File: src/tmc_pkg.sv
// ----------------------------------------------------------------------------
// tmc_pkg
// Shared constants and types of the tile map rectangle collision core.
// ----------------------------------------------------------------------------
`default_nettype none

package tmc_pkg;

	// Tile store geometry.
	localparam int MAX_COLS  = 64;
	localparam int MAX_ROWS  = 64;
	localparam int TILE_BITS = 8;
	localparam int DEPTH     = MAX_COLS * MAX_ROWS;
	localparam int ADDR_W    = $clog2(DEPTH);
	localparam int COL_W     = (MAX_COLS > 1) ? $clog2(MAX_COLS) : 1;
	localparam int ROW_W     = (MAX_ROWS > 1) ? $clog2(MAX_ROWS) : 1;

	// Floor division: 16-bit magnitude dividend, 8-bit divisor, one bit a cycle.
	localparam int QW        = 16;
	localparam int DW        = 8;
	localparam int DIV_STEPS = QW;
	localparam int CNT_W     = $clog2(DIV_STEPS);

	// Request kinds.
	localparam logic REQ_WRITE = 1'b0;
	localparam logic REQ_QUERY = 1'b1;

	// Configuration register indexes.
	localparam int CFG_IDX_W = 2;
	localparam logic [CFG_IDX_W-1:0] CFG_TILE_SIZE = 2'd0;
	localparam logic [CFG_IDX_W-1:0] CFG_MAP_COLS  = 2'd1;
	localparam logic [CFG_IDX_W-1:0] CFG_MAP_ROWS  = 2'd2;

	// Controls shared by the four dividers.
	typedef struct packed {
		logic load;
		logic step;
	} div_ctrl_t;

endpackage

`default_nettype wire

File: src/tmc_fdiv.sv
// ----------------------------------------------------------------------------
// tmc_fdiv
// Floor division of a 17-bit signed value by a positive 8-bit divisor,
// restoring, one quotient bit per cycle.
// ----------------------------------------------------------------------------
`default_nettype none

module tmc_fdiv (
	input  wire logic                       clk,
	input  wire tmc_pkg::div_ctrl_t         ctrl,
	input  wire logic signed [tmc_pkg::QW:0] num,
	input  wire logic [tmc_pkg::DW-1:0]     den,
	output logic [tmc_pkg::QW-1:0]          quo,
	output logic                            neg
);

	logic [tmc_pkg::QW-1:0] quo_q;
	logic [tmc_pkg::DW-1:0] rem_q;
	logic                   neg_q;
	logic [tmc_pkg::QW+1:0] mag_wide;
	logic [tmc_pkg::DW:0]   trial;
	logic                   fits;

	// For a negative value, ceil(-n / d) = (-n + d - 1) / d, and -n - 1 = ~n.
	always_comb begin
		if (num[tmc_pkg::QW]) begin
			mag_wide = (tmc_pkg::QW+2)'(~num) + (tmc_pkg::QW+2)'(den);
		end else begin
			mag_wide = (tmc_pkg::QW+2)'(num);
		end
		trial = {rem_q, quo_q[tmc_pkg::QW-1]};
		fits  = (trial >= {1'b0, den});
	end

	always_ff @(posedge clk) begin
		if (ctrl.load) begin
			quo_q <= mag_wide[tmc_pkg::QW-1:0];
			rem_q <= '0;
			neg_q <= num[tmc_pkg::QW];
		end else if (ctrl.step) begin
			if (fits) begin
				rem_q <= tmc_pkg::DW'(trial - {1'b0, den});
				quo_q <= {quo_q[tmc_pkg::QW-2:0], 1'b1};
			end else begin
				rem_q <= trial[tmc_pkg::DW-1:0];
				quo_q <= {quo_q[tmc_pkg::QW-2:0], 1'b0};
			end
		end
	end

	assign quo = quo_q;
	assign neg = neg_q;

endmodule

`default_nettype wire

File: config.mk
export PLATFORM = sky130hd
export DESIGN_NAME = tmc_fdiv
export DESIGN_NICKNAME = d
export VERILOG_FILES = /design/src/tmc_pkg.sv /design/src/tmc_fdiv.sv
export SDC_FILE = /design/constraint.sdc
export NUM_CORES = 1
export LEC_CHECK = 0
export CAP_MARGIN = 20
export CELL_PAD_IN_SITES_DETAIL_PLACEMENT = 2
export CELL_PAD_IN_SITES_GLOBAL_PLACEMENT = 2
export CORE_UTILIZATION = 30
export DETAILED_ROUTE_END_ITERATION = 7
export DONT_BUFFER_PORTS = 1
export MAX_ROUTING_LAYER = met4
export PLACE_DENSITY_LB_ADDON = 0.15
export SETUP_SLACK_MARGIN = 0.3
export SYNTH_ARGS = -nofsm -noshare
export SYNTH_HDL_FRONTEND = slang
export SYNTH_SLANG_ARGS = --single-unit
File: constraint.sdc
create_clock -name clk -period 2.3 [get_ports clk]
set_input_delay 0.23 -clock clk [delete_from_list [all_inputs] [get_ports clk]]
set_output_delay 0.23 -clock clk [all_outputs]
set_load 0.03 [all_outputs]
==> metrics.txt <==
outcome finished, final reports clean; Ys Warns 0; final non-filler cell total 312; synthesized area per cell 9.043 um2; post-DP HPWL 4.565 mm; Post-synth ARST share 0%; P_int 0.8341 mW; final setup vio count 0; top-area cell type share of the netlist area 24.65%; post-route setup slack 355.4 ps; final instance area 0.002330 mm2; Post-Route WL 5.924 mm; Simple-Gate Fraction of Synth Area 13.53%; clock power share 22.0%; first-pass GRT wire length 9.853 mm; Worst Path Max Fanout 3; EDFF count, synth 17; Syn Nets 275; Die X 85.08 um; mux cell area share after synthesis 6.163%; die area 0.007239 mm2; CTS Buf Count 3; number of global-route vias before repair 1899; most frequent cells in the layout nor2_1 (22), a21oi_1 (19), inv_1 (17), edfxtp_1 (17), ha_1 (14); clk slew on worst S/H paths 100 ps; part of the power in registers 50.1%; Diodes inserted 0; Layout Skew 5.861 ps; critical path's largest stage delay 420 ps; post-route ant nets 0; Worst EP required 2500 ps; DR pass1 iterations 4; largest cells by area after synthesis edfxtp_1 (25%), ha_1 (9.7%), dfxtp_1 (7.7%); Leakage 0.9026 nW; Net Switching 0.4654 mW; clock sinks 25; commonest non-fill, non-tap cell in the layout nor2_1; clk buf depth 2; Hold Crit Class in -> reg; Synth Area in XOR/XNOR 6.344%; f_max 514.2 MHz; Tightest Pin Transition 680.8 ps; gr usage total 17.96%; max-cap violations 0; # rows 29; largest net degree at the start of global routing 34; initial antenna violation count 0; Synth area leader edfxtp_1; Post-synth top flop edfxtp_1; #FFs+latches synth 25; cells after synthesis 229; Slew Limit Headroom 54.56%; DRC 0; drt initial violations 62; Combinational Power Share 27.9%; largest family of logic cells by synthesized area compound AO/OA/AOI/OAI gates; GR Overflow Total 0; Via Count 1724; Synth Area in Adders 11.60%; CTS H-tree depth 1; complex-gate fraction of the synthesized area 24.23%; Netlist cell types 45; pwr/cell area 557.8 mW/mm2; minimum clock period 1945 ps; final period utilization 84.55%; core area 0.006495 mm2; final net count 282; area post-placement 0.002213 mm2; Hold Violations, Final 0; Root Driver clkbuf_8; share of layout cells above drive strength 1 14.89%; critical path class reg -> reg; Synth Cell Area 0.002071 mm2; CP Capture Type flip-flop; switching share of power 35.81%; die height 85.08 um; Tot Pwr 1.300 mW; final weighted congestion in routability-driven placement 0.7290; RSZ-0062 raised after global routing yes; Critical Path Source Type flip-flop; Buffers on Ports 0; Slew Limit Fails 0; CTS tree built; sequential cell area fraction in the yosys report 32.39%; initial core utilization 31.88%; clk_lat worst skew 280 ps; Area Overhead vs Synth 12.51%; WL/cell 18.99 um; Placed Instances 303; VDD IR-drop max 0.1982 mV; crit path cell chain inv_2 > ha_4 > fa_2 > nor2b_4 > nor3_2 > o21bai_1 > a21oi_1 > xor2_1 > o31ai_1; setup_tns 0 ps; Worst Path Arrival 2140 ps; # IOs 45; slowest cell on the critical path fa_2; vias per cell 5.526; pre-CTS setup slack 109.5 ps
==> power by group through the flow <==
stage	logic (mW)	clock network [mW]	registers, mW
finish	0.363	0.286	0.651
global placement	0.333	0	0.660
floorplan	0.279	0	0.652
global route	0.406	0.315	0.656
detailed placement	0.341	0	0.662
CTS	0.357	0.298	0.652
==> cells in the mapped netlist, types with 2 or more instances <==
master,n
a32oi_1,3
mux2i_1,6
o21bai_1,2
buf_4,3
o41ai_1,2
nor3_1,7
a211oi_2,2
o211ai_1,2
fa_1,2
edfxtp_1,17
a21o_1,2
o21ai_0,11
xnor2_1,6
a21oi_1,19
ha_1,16
nand2b_1,5
nor2_1,22
o21ai_1,9
xor2_1,9
o2111ai_1,2
dfxtp_1,8
o21a_1,2
nand3_1,4
mux2_2,6
o31ai_1,3
nor2b_1,8
nand2_1,11
a211oi_1,2
inv_1,20
buf_2,2
o311ai_1,2
==> timing repair <==
item | in CTS | in global routing
resized for setup | 1 | 6
cloned | 0 | 0
pin swaps | 0 | 4
hold buffers | 1 | 0
setup buffers | 4 | 0
endpoints found under the hold margin | 1 | 0
endpoints found under the setup margin | 1 | 3
==> through the flow <==
step	hold WS, ps	util (%)
detailed placement	310.9	34.08
floorplan	325.1	-
global route	21.07	35.87
global placement	310.7	34.08
CTS	20.10	35.48
finish	26.27	35.87
==> worst max-delay path, delay by kind of cell (launching register included) <==
| family | cells | cell delay (ps) |
|---|---|---|
| adder cells (fa/ha/maj) | 2 | 590 |
| AND/OR/NAND/NOR | 2 | 180 |
| buffers and inverters | 1 | 60 |
| flip-flops | 1 | 400 |
| AO/OA/AOI/OAI | 3 | 490 |
| XOR/XNOR | 1 | 150 |
==> cells by family (layout without fill, tap and decap cells) <==
family | count (synthesis) | after routing
xor gates and xnor gates | 15 | 15
DFF | 25 | 25
buffers and inverters | 26 | 32
AOI/OAI and AO/OA | 73 | 73
muxes | 12 | 12
adders and majority gates | 18 | 18
and+or+nand+nor | 60 | 60
==> layout make-up <==
cell class,count,area (um2)
clock inverters,1,7.507
fillers,733,4165
clock buffers,3,41.29
inverters,20,87.58
flip-flops and latches,25,670.6
repair buffers,8,62.56
multi-input cells,178,1364
well taps,77,96.34
==> worst paths after layout <==
check,startpoint,cells past startpoint,slack [ps],endpoint
setup / recovery,quo[15]$_DFFE_PP_,9,360,rem_q[6]$_SDFFE_PP0P_
setup reg to reg,quo[15]$_DFFE_PP_,9,360,rem_q[6]$_SDFFE_PP0P_
hold reg to reg,rem_q[7]$_SDFFE_PP0P_,2,490,rem_q[7]$_SDFFE_PP0P_
hold / removal,ctrl[0],1,30,rem_q[0]$_SDFFE_PP0P_
==> flip-flops by register name (all words and copies together), names as in the netlist <==
signal	flops
neg	1
quo	16
rem_q	8
==> metal layers <==
metal  track usage [%]  vias to the layer above  part of all wire, %
li1                  -                      850                    -
met1             22.66                      839                   47
met2             29.47                       31                   47
met3             4.572                        4                  5.5
met4             2.928                        0                 0.61
met5                 -                        -                    0
No activity file was read; power rests on OpenSTA's default activity.
